### src/rtl/lsf_pkg.sv
`timescale 1ns / 1ps
package lsf_pkg;

  localparam int CNT_W = 32;
  localparam logic [CNT_W-1:0] CNT_MAX = '1;

  localparam logic OP_DATA = 1'b0;
  localparam logic OP_EOF  = 1'b1;

  localparam logic KIND_LINE  = 1'b0;
  localparam logic KIND_COUNT = 1'b1;

  localparam int CFG_ADDR_W = 3;
  localparam int CFG_DATA_W = 64;
  localparam int PAT_BYTES  = 32;

  localparam logic [CFG_ADDR_W-1:0] REG_PATTERN_LOW      = 3'd0;
  localparam logic [CFG_ADDR_W-1:0] REG_PATTERN_MID_LOW  = 3'd1;
  localparam logic [CFG_ADDR_W-1:0] REG_PATTERN_MID_HIGH = 3'd2;
  localparam logic [CFG_ADDR_W-1:0] REG_PATTERN_HIGH     = 3'd3;
  localparam logic [CFG_ADDR_W-1:0] REG_PATTERN_LENGTH   = 3'd4;
  localparam logic [CFG_ADDR_W-1:0] REG_FOLD_EN          = 3'd5;
  localparam logic [CFG_ADDR_W-1:0] REG_INVERT_SEL       = 3'd6;
  localparam logic [CFG_ADDR_W-1:0] REG_COUNT_MODE       = 3'd7;

  localparam logic [7:0] CHAR_NEWLINE = 8'h0A;
  localparam logic [7:0] CHAR_NUL     = 8'h00;
  localparam logic [7:0] CHAR_UPPER_A = 8'h41;
  localparam logic [7:0] CHAR_UPPER_Z = 8'h5A;
  localparam logic [7:0] CASE_OFFSET  = 8'h20;

  typedef struct packed {
    logic       op;
    logic [7:0] data_byte;
  } item_t;

  typedef struct packed {
    logic             report_kind;
    logic [CNT_W-1:0] line_num;
    logic [CNT_W-1:0] selected_count;
    logic             last_of_run;
  } report_t;

  typedef struct packed {
    logic [PAT_BYTES*8-1:0] pattern;
    logic [5:0]             pattern_length;
    logic                   fold_en;
    logic                   invert_sel;
    logic                   count_mode;
  } cfg_t;

  // line event handed from the front to the back
  typedef struct packed {
    logic finish;
    logic selected;
    logic eof;
    logic count_mode;
  } cmd_t;

  function automatic logic [7:0] fold_case(input logic [7:0] b, input logic ic);
    if (ic && b >= CHAR_UPPER_A && b <= CHAR_UPPER_Z) begin
      return b + CASE_OFFSET;
    end
    return b;
  endfunction

  function automatic logic [CNT_W-1:0] sat_inc(input logic [CNT_W-1:0] v);
    return (v == CNT_MAX) ? v : v + CNT_W'(1);
  endfunction

endpackage

### src/rtl/lsf_front.sv
`timescale 1ns / 1ps
module lsf_front import lsf_pkg::*; #(
  parameter int MAX_PATTERN = 32,
  parameter int MAX_LINE    = 4096
) (
  input  logic  clk,
  input  logic  rst,
  input  cfg_t  cfg,
  input  logic  item_valid,
  input  item_t item,
  output logic  item_ready,
  output logic  push,
  output cmd_t  cmd,
  input  logic  push_ready
);

  localparam int LW  = $clog2(MAX_PATTERN + 1);
  localparam int WIW = (MAX_PATTERN > 1) ? $clog2(MAX_PATTERN) : 1;
  localparam int BW  = $clog2(MAX_LINE);
  localparam int CW  = (BW + 1 > LW) ? BW + 1 : LW;

  logic [7:0]    window [MAX_PATTERN];
  logic [7:0]    window_shift [MAX_PATTERN];
  logic [BW-1:0] bytes_in_line;
  logic          found;
  logic          zero_seen;

  logic          accept;
  logic          is_data;
  logic          shift_en;
  logic [LW-1:0] eff_len;
  logic          eq;
  logic          hit;
  logic          found_now;
  logic [BW-1:0] bil_inc;
  logic          line_end;
  logic          selected;

  assign item_ready = push_ready;
  assign accept     = item_valid && item_ready;
  assign is_data    = (item.op == OP_DATA);
  assign shift_en   = is_data && !zero_seen && (item.data_byte != CHAR_NUL);

  // effective length: clamp, then cut at the first zero pattern byte
  always_comb begin : eff_len_calc
    logic [LW-1:0] lim;
    if (cfg.pattern_length > 6'(MAX_PATTERN)) begin
      lim = LW'(MAX_PATTERN);
    end else begin
      lim = LW'(cfg.pattern_length);
    end
    eff_len = lim;
    for (int i = MAX_PATTERN - 1; i >= 0; i--) begin
      if (LW'(i) < lim && cfg.pattern[i*8 +: 8] == CHAR_NUL) begin
        eff_len = LW'(i);
      end
    end
  end

  always_comb begin
    window_shift[0] = item.data_byte;
    for (int j = 1; j < MAX_PATTERN; j++) begin
      window_shift[j] = window[j-1];
    end
  end

  // pattern byte i lines up with window slot len-1-i
  always_comb begin : window_compare
    logic [LW-1:0] idx;
    eq = 1'b1;
    for (int i = 0; i < MAX_PATTERN; i++) begin
      idx = eff_len - LW'(i) - LW'(1);
      if (LW'(i) < eff_len) begin
        if (fold_case(cfg.pattern[i*8 +: 8], cfg.fold_en) !=
            fold_case(window_shift[idx[WIW-1:0]], cfg.fold_en)) begin
          eq = 1'b0;
        end
      end
    end
  end

  assign hit = shift_en && (eff_len != '0) &&
               ((CW'(bytes_in_line) + CW'(1)) >= CW'(eff_len)) && eq;
  assign found_now = found || hit;
  assign bil_inc   = bytes_in_line + BW'(1);
  assign line_end  = (item.data_byte == CHAR_NEWLINE) || (bil_inc == BW'(MAX_LINE - 1));
  assign selected  = (found_now || (eff_len == '0)) ^ cfg.invert_sel;

  assign push           = accept && (!is_data || line_end);
  assign cmd.finish     = is_data ? 1'b1 : (bytes_in_line != '0);
  assign cmd.selected   = selected;
  assign cmd.eof        = !is_data;
  assign cmd.count_mode = cfg.count_mode;

  always_ff @(posedge clk) begin
    if (rst) begin
      bytes_in_line <= '0;
      found         <= 1'b0;
      zero_seen     <= 1'b0;
    end else if (accept) begin
      if (!is_data || line_end) begin
        bytes_in_line <= '0;
        found         <= 1'b0;
        zero_seen     <= 1'b0;
      end else begin
        bytes_in_line <= bil_inc;
        found         <= found_now;
        zero_seen     <= zero_seen || (item.data_byte == CHAR_NUL);
      end
    end
  end

  always_ff @(posedge clk) begin
    if (accept && shift_en) begin
      for (int j = 0; j < MAX_PATTERN; j++) begin
        window[j] <= window_shift[j];
      end
    end
  end

endmodule

### src/rtl/lsf_queue.sv
`timescale 1ns / 1ps
module lsf_queue import lsf_pkg::*; (
  input  logic clk,
  input  logic rst,
  input  logic push,
  input  cmd_t push_data,
  output logic push_ready,
  output logic pop_valid,
  output cmd_t pop_data,
  input  logic pop
);

  localparam int DEPTH = 4;
  localparam int PW    = $clog2(DEPTH);
  localparam int NW    = $clog2(DEPTH + 1);

  cmd_t          slots [DEPTH];
  logic [PW-1:0] wr_ptr;
  logic [PW-1:0] rd_ptr;
  logic [NW-1:0] fill;
  logic          do_push;
  logic          do_pop;

  assign push_ready = (fill != NW'(DEPTH));
  assign pop_valid  = (fill != '0);
  assign pop_data   = slots[rd_ptr];
  assign do_push    = push && push_ready;
  assign do_pop     = pop && pop_valid;

  always_ff @(posedge clk) begin
    if (rst) begin
      wr_ptr <= '0;
      rd_ptr <= '0;
      fill   <= '0;
    end else begin
      if (do_push) begin
        wr_ptr <= (wr_ptr == PW'(DEPTH - 1)) ? '0 : wr_ptr + PW'(1);
      end
      if (do_pop) begin
        rd_ptr <= (rd_ptr == PW'(DEPTH - 1)) ? '0 : rd_ptr + PW'(1);
      end
      if (do_push && !do_pop) begin
        fill <= fill + NW'(1);
      end else if (do_pop && !do_push) begin
        fill <= fill - NW'(1);
      end
    end
  end

  always_ff @(posedge clk) begin
    if (do_push) begin
      slots[wr_ptr] <= push_data;
    end
  end

endmodule

### src/rtl/lsf_back.sv
`timescale 1ns / 1ps
module lsf_back import lsf_pkg::*; (
  input  logic    clk,
  input  logic    rst,
  input  logic    cmd_valid,
  input  cmd_t    cmd,
  output logic    cmd_pop,
  output logic    report_valid,
  input  logic    report_ready,
  output report_t report
);

  logic [CNT_W-1:0] line_counter;
  logic [CNT_W-1:0] match_counter;
  logic [CNT_W-1:0] line_counter_next;
  logic [CNT_W-1:0] match_counter_next;
  logic             emit_line;
  logic             emit_count;

  assign cmd_pop = cmd_valid && (!report_valid || report_ready);

  assign line_counter_next  = cmd.finish ? sat_inc(line_counter) : line_counter;
  assign match_counter_next = (cmd.finish && cmd.selected) ? sat_inc(match_counter)
                                                           : match_counter;
  assign emit_line  = cmd.finish && cmd.selected && !cmd.count_mode;
  assign emit_count = cmd.eof && cmd.count_mode;

  always_ff @(posedge clk) begin
    if (rst) begin
      report_valid  <= 1'b0;
      line_counter  <= '0;
      match_counter <= '0;
    end else if (cmd_pop) begin
      report_valid <= emit_line || emit_count;
      if (cmd.eof) begin
        line_counter  <= '0;
        match_counter <= '0;
      end else begin
        line_counter  <= line_counter_next;
        match_counter <= match_counter_next;
      end
    end else if (report_ready) begin
      report_valid <= 1'b0;
    end
  end

  // each request yields at most one report, so it is always the last
  always_ff @(posedge clk) begin
    if (cmd_pop) begin
      report.report_kind    <= emit_count ? KIND_COUNT : KIND_LINE;
      report.line_num       <= line_counter_next;
      report.selected_count <= match_counter_next;
      report.last_of_run    <= 1'b1;
    end
  end

endmodule

### src/rtl/line_substring_filter.sv
`timescale 1ns / 1ps
// channel   | handshake                  | payload
// item      | item_valid / item_ready    | item (op, data_byte)
// report    | report_valid / report_ready| report (kind, line, count, last)
// config    | cfg_we                     | cfg_addr, cfg_wdata
//
// one request per cycle while the line queue has room, set by the combinational window
// compare; a report is registered after the request that ends its line is taken, passing
// first through the four-entry line queue and then the output register
// reset is synchronous; no clearing pass
// the item side stalls only when the line queue is full, which happens when
// report_ready stays low for several line ends
module line_substring_filter import lsf_pkg::*; #(
  parameter int MAX_PATTERN = 32,
  parameter int MAX_LINE    = 4096
) (
  input  logic                  clk,
  input  logic                  rst,
  input  logic                  item_valid,
  output logic                  item_ready,
  input  item_t                 item,
  output logic                  report_valid,
  input  logic                  report_ready,
  output report_t               report,
  input  logic                  cfg_we,
  input  logic [CFG_ADDR_W-1:0] cfg_addr,
  input  logic [CFG_DATA_W-1:0] cfg_wdata
);

  cfg_t cfg;
  logic push;
  cmd_t push_cmd;
  logic push_ready;
  logic q_valid;
  cmd_t q_cmd;
  logic q_pop;

  always_ff @(posedge clk) begin
    if (rst) begin
      cfg <= '0;
    end else if (cfg_we) begin
      case (cfg_addr)
        REG_PATTERN_LOW:      cfg.pattern[63:0]    <= cfg_wdata;
        REG_PATTERN_MID_LOW:  cfg.pattern[127:64]  <= cfg_wdata;
        REG_PATTERN_MID_HIGH: cfg.pattern[191:128] <= cfg_wdata;
        REG_PATTERN_HIGH:     cfg.pattern[255:192] <= cfg_wdata;
        REG_PATTERN_LENGTH:   cfg.pattern_length   <= cfg_wdata[5:0];
        REG_FOLD_EN:          cfg.fold_en          <= cfg_wdata[0];
        REG_INVERT_SEL:       cfg.invert_sel       <= cfg_wdata[0];
        REG_COUNT_MODE:       cfg.count_mode       <= cfg_wdata[0];
        default: begin
        end
      endcase
    end
  end

  lsf_front #(
    .MAX_PATTERN (MAX_PATTERN),
    .MAX_LINE    (MAX_LINE)
  ) u_front (
    .clk        (clk),
    .rst        (rst),
    .cfg        (cfg),
    .item_valid (item_valid),
    .item       (item),
    .item_ready (item_ready),
    .push       (push),
    .cmd        (push_cmd),
    .push_ready (push_ready)
  );

  lsf_queue u_queue (
    .clk        (clk),
    .rst        (rst),
    .push       (push),
    .push_data  (push_cmd),
    .push_ready (push_ready),
    .pop_valid  (q_valid),
    .pop_data   (q_cmd),
    .pop        (q_pop)
  );

  lsf_back u_back (
    .clk          (clk),
    .rst          (rst),
    .cmd_valid    (q_valid),
    .cmd          (q_cmd),
    .cmd_pop      (q_pop),
    .report_valid (report_valid),
    .report_ready (report_ready),
    .report       (report)
  );

endmodule

### config.mk
export PLATFORM = sky130hd
export DESIGN_NAME = line_substring_filter
export DESIGN_NICKNAME = d
export VERILOG_FILES = /design/src/rtl/lsf_pkg.sv /design/src/rtl/lsf_front.sv /design/src/rtl/lsf_queue.sv /design/src/rtl/lsf_back.sv /design/src/rtl/line_substring_filter.sv
export SDC_FILE = /design/constraint.sdc
export NUM_CORES = 2
export LEC_CHECK = 0
export ABC_AREA = 1
export CORE_MARGIN = 5
export CORE_UTILIZATION = 45
export DETAILED_ROUTE_END_ITERATION = 8
export DONT_BUFFER_PORTS = 1
export SYNTH_ARGS = -nofsm -noshare
export SYNTH_HDL_FRONTEND = slang
export SYNTH_SLANG_ARGS = --single-unit
### constraint.sdc
create_clock -name clk -period 52.2 [get_ports clk]
set_input_delay 15.66 -clock clk [delete_from_list [all_inputs] [get_ports clk]]
set_output_delay 15.66 -clock clk [all_outputs]
set_load 0.01 [all_outputs]
# Word level (Yosys, flattened, before mapping)
# Memory sizes are Yosys's and may differ from the RTL's. A register that Yosys moved wholly into a read port is not among the register bits.
# Index checks and enable logic that the tools add are counted.
[word_totals]
regBits = 416
ram_bits = 272
input_bits = 81
wordCells = 1235
memories = 2
[mem_list]
columns = ["memory", "depth", "word_bits", "read_ports", "rd_clocked_by_memory_dff", "wr", "line", "text"]
rows = [
  ["u_front.window", 32, 8, 31, 0, 32, "lsf_front.sv:22", "logic [7:0] window [MAX_PATTERN];"],
  ["u_queue.slots", 4, 4, 1, 1, 1, "lsf_queue.sv:17", "cmd_t slots [DEPTH];"],
]
[op_classes]
addsub = 134
n_lt_le_gt_ge = 226
n_eq_ne = 46
n_mux = 536
n_bitwise = 34
reduce_logical = 237
[ops]
columns = ["cell", "count"]
rows = [
  ["$mux 8", 256],
  ["$bmux 8 s5", 32],
  ["$add 8x6->8 const B", 64],
  ["$ge 8x7->1 const B", 64],
  ["$le 8x7->1 const B", 64],
  ["$logic_not 8->1", 33],
  ["$ne 8x8->1", 32],
  ["$mux 1", 202],
  ["$mux 6", 33],
  ["$ge 6x6->1 const B", 32],
  ["$lt 5x6->1 const A", 32],
  ["$mux 32", 6],
  ["$not 5->6", 32],
  ["$logic_and 1x1->1", 176],
  ["$sub 5x1->5 const B", 32],
  ["$lt 4x6->1 const A", 16],
  ["$sub 5x5->5 const B", 16],
  ["$add 32x1->32 const B", 2],
  ["$eq 32x32->1 const B", 2],
  ["$lt 3x6->1 const A", 8],
  ["$sub 5x4->5 const B", 8],
  ["$lt 1x6->1 const A", 4],
  ["$lt 2x6->1 const A", 4],
  ["$sub 5x3->5 const B", 4],
  ["other kinds (30)", 59],
]

# Longest topological paths before layout
[logic_depth]
word_depth = 117
depth_mapped = 66

# By module
# A second synthesis with hierarchy kept.
[hier_totals]
hier_cells = 9414
hier_area_um2 = 57342.5
[by_module_without_submodules]
columns = ["mod", "instances", "cells_per_inst", "area_each_um2", "seq_area_each_um2"]
rows = [
  ["lsf_front", 1, 6851, 38753.4, 7727.4],
  ["line_substring_filter", 1, 1520, 10453.8, 5305.1],
  ["lsf_back", 1, 935, 7021.7, 3253.1],
  ["lsf_queue", 1, 108, 1113.6, 660.6],
]

# Worst setup path before layout
# Ideal clock, no wire load.
[synth_path]
path_type = "input-to-reg"
startpoint = "in item_valid"
endpoint = "mem u_front.window[0][0] (enable)"
setup_ns = 1.164
arrival_ns = 32.889
setup_slack_ns = 18.147
cell_stages = 3
path_buffers = 1
cell_sequence = "nand2_1 clkbuf_1 nor3_1"
[synth_rtl]
columns = ["item", "line", "text"]
rows = [
  ["start, declared", "line_substring_filter.sv:19", "input logic item_valid,"],
  ["end, declared", "lsf_front.sv:22", ""],
]

==> flow_summary.json <==
{
  "setup_viol": 0,
  "finalWorstPathRequiredPeriod_ns": 18.93,
  "crit_arrival_ns": 19.37,
  "syn_to_final_growth_pct": 6.74,
  "fin_nets": 8557,
  "fp.dieH_um": 358,
  "fin_area_sq_mm": 0.0583,
  "synth_area_per_cell_sq_um": 6.33,
  "ys_top_cells_by_count": "2461 x nand2_1, 2344 x nand3_1, 737 x inv_1",
  "irDropWorstVdd_v": 0.0000829,
  "cts.repair.resized": 0,
  "synth_top_area_frac": 0.215,
  "hold_viol_final": 0,
  "htree_levels": 3,
  "worstPathMaxFanout": 4,
  "grt_pass1_vias": 54800,
  "outcome": "finished with violations",
  "synth_edf_count": 329,
  "numCtsBuffers": 83,
  "post-cts-setup-buffer-count": 0,
  "synthTopCellsByArea": "nand3_1 21%, edfxtp_1 18%, nand2_1 17%",
  "crit_chain": "inv_1 -> nand3_1 -> nand3_1 -> nand3_1 -> nand3_1 -> nand3_1 -> nand2_1 -> nand2_1 -> nand3_1 -> nand3_1 -> nand2_1 -> inv_1 -> nor2_1 -> nand2_1 -> o21ai_1 -> nand3_1 -> nor2_1 -> nand3_1 -> nor2_1 -> nand2_1 -> nand4_1 -> nand2_1",
  "start_kind": "input pin",
  "via_count": 61000,
  "drive_above_1_share": 0.0475,
  "cp_common_cell": "nand3_1",
  "yosysUniqueCellTypes": 66,
  "fmax_mhz": 52.8,
  "power.leakage_nw": 25.7,
  "drcViolationCount": 4,
  "grt_busiest_layer": "met2",
  "die_width_um": 358,
  "cts_root_buf": "clkbuf_16",
  "relSlewSlack": 0.135,
  "fin_crit_sh": 0.363,
  "synth_seq_cells": 682,
  "syn-cell-area_sq_mm": 0.0546,
  "place.gp.congestion": 1.05,
  "crit_path_top_delay_cell": "o21ai_1",
  "clock_latency_ns": 0.73,
  "worstMarginPinSlew_ns": 1.29,
  "ant_nets": 0,
  "critical_path_buf_inv_count": 2,
  "yosys.area.top_type": "nand3_1",
  "critical_path_required_ns": 52.64,
  "firstDrtPassIters": 9,
  "ys_warn_count": 0,
  "synth_nets": 8804,
  "synthFlopType": "dfxtp_1",
  "p_per_area_mw_per_mm2": 83.2,
  "grt_use_total": 0.405,
  "cts.path.max_buffers": 3,
  "fin_cells": 10100,
  "endpoint_kind": "register",
  "grt_use_met2": 0.590,
  "yosysMostFrequentCell": "nand2_1",
  "drtIter0Drc": 8800,
  "placed_cell_area_sq_mm": 0.0555,
  "postSynthCellCount": 8629,
  "crit_family": "simple AND/OR/NAND/NOR gates",
  "start_util": 0.454,
  "rsz0062_at_grt": "false",
  "die_area_sq_mm": 0.128,
  "via_per_inst": 6.06,
  "grt_max_degree": 350,
  "dp_hpwl_um": 209000,
  "grt_use_met1": 0.505,
  "min_path_type": "register to register",
  "seq_area_frac_synth": 0.310,
  "finalSetupTns_ns": 0,
  "coreArea_sq_mm": 0.120,
  "ctsHoldBuffers": 0,
  "io_pins": 149,
  "wirelength_um": 268000,
  "antenna_found_initial": 10,
  "port-buffer-count": 0,
  "cpPeakStageDelay_ns": 0.69,
  "met3_usage": 0.124,
  "grt_pass1_wl_um": 381000,
  "dp_cells": 9909,
  "cts_tree": "built",
  "clock_sinks": 682,
  "grt-ovfl-total": 0,
  "maxSlewViolCount": 0,
  "async_reset_ff_frac": 0,
  "cts.clk_slew.worst_paths_ns": 0.07,
  "wire_per_inst_um": 26.6,
  "violations": "DRC",
  "criticalPathCategory": "input pin to register",
  "worst_clock_skew_ns": 0.0274,
  "rows": 127,
  "maxCapViolations": 0
}
## power by group
part           internal [mW]  switching (mW)
Combinational          0.870            2.70
Clock                  0.332           0.273
Sequential             0.632          0.0447
## final timing paths
| kind | endpoint | startpoint | cells past startpoint | slack [ns] |
|---|---|---|---|---|
| hold / removal | u_front.window[1][45] | u_front.window[1][37] | 0 | 0.44 |
| setup / recovery | u_queue.slots[0][2] | item[1] | 22 | 33.27 |
| setup reg to reg | u_queue.slots[0][2] | cfg[8] | 56 | 40.67 |
| hold reg to reg | u_front.window[1][45] | u_front.window[1][37] | 0 | 0.44 |
## worst register-to-register path, delay by kind of cell, from the launching register on
| kind | cells | cell delay [ns] |
|---|---|---|
| AND/OR/NAND/NOR | 47 | 6.38 |
| buffers and inverters | 6 | 2.40 |
| AO/OA/AOI/OAI | 2 | 1.47 |
| adder cells (fa/ha/maj) | 1 | 0.53 |
| flip-flops | 1 | 0.45 |
## area by class of cell
type                       count  area (sq um)
inverter                     783          2950
timing repair buffer          95           713
multi-input combinational   6737         32900
antenna                        8          20.0
clock buffer                  96          2160
fill                       12500         62000
clock inverter                57           603
tap                         1612          2020
sequential                   682         16900
## placed cells by master (no fill, tap or decap), types with 6 or more instances in the layout
cell type      n
a211oi_1     165
a21oi_1      227
and2_1        20
buf_4         95
bufinv_16      6
clkbuf_1      10
clkbuf_16     83
clkinv_1      17
clkinv_2      17
clkinvlp_4    11
dfxtp_1      353
diode_2        8
edfxtp_1     329
ha_1          90
inv_1        732
inv_2         40
nand2_1     2455
nand2_2       15
nand3_1     2344
nand3_2        7
nand3b_1      57
nand4_1      119
nor2_1       538
nor2_2        33
nor2_4         6
nor3_1        64
nor4_1        54
o2111ai_1      9
o211ai_1      30
o21a_1         6
o21ai_0      117
o21ai_1       83
o21ai_2       12
o21bai_1      26
or2_2         23
xnor2_1       35
xor2_1       137
## layer usage
layer  vias to the layer above  routed length (um)  share of wire
met5                         -                  69        0.00026
met4                        10               24400          0.091
met3                       632               29700           0.11
met2                      3290              109000           0.41
met1                     28400              104000           0.39
li1                      28600                   -              -
## through the flow
| stage | setup WS (ns) | total power [mW] | util | hold slack [ns] |
|---|---|---|---|---|
| 2_1_floorplan | 18.15 | 2.91 | - | 0.426 |
| 3_3_place_gp | 32.82 | 4.11 | 0.462 | 0.428 |
| 3_5_place_dp | 32.85 | 4.13 | 0.462 | 0.432 |
| 4_1_cts | 33.60 | 4.74 | 0.484 | 0.428 |
| 5_1_grt | 33.19 | 5.12 | 0.484 | 0.452 |
| 6_report | 33.27 | 4.85 | 0.485 | 0.442 |
## state kept, by name, indices dropped and copies added, names as in the netlist, named ones only
register / cells
u_back.report: 65
cfg: 265
u_queue.slots: 16
u_queue.fill: 3
u_front.window: 248
u_queue.wr_ptr: 2
u_front.zero_seen: 1
u_back.line_counter: 32
u_queue.rd_ptr: 2
u_back.match_counter: 32
u_front.bytes_in_line: 12
u_front.found: 1
u_back.report_valid: 1
## cells by family after synthesis
group / Yosys count / share of synthesized area
AOI/OAI and AO/OA: 700 / 0.0777
xor gates and xnor gates: 181 / 0.0297
buffers and inverters: 1210 / 0.0908
muxes: 1 / 0.000206
adders and majority gates: 94 / 0.0217
DFF: 682 / 0.310
and+or+nand+nor: 5760 / 0.470
other: 1 / 0.0000687
Note: power is estimated with default switching activity, not from simulation.
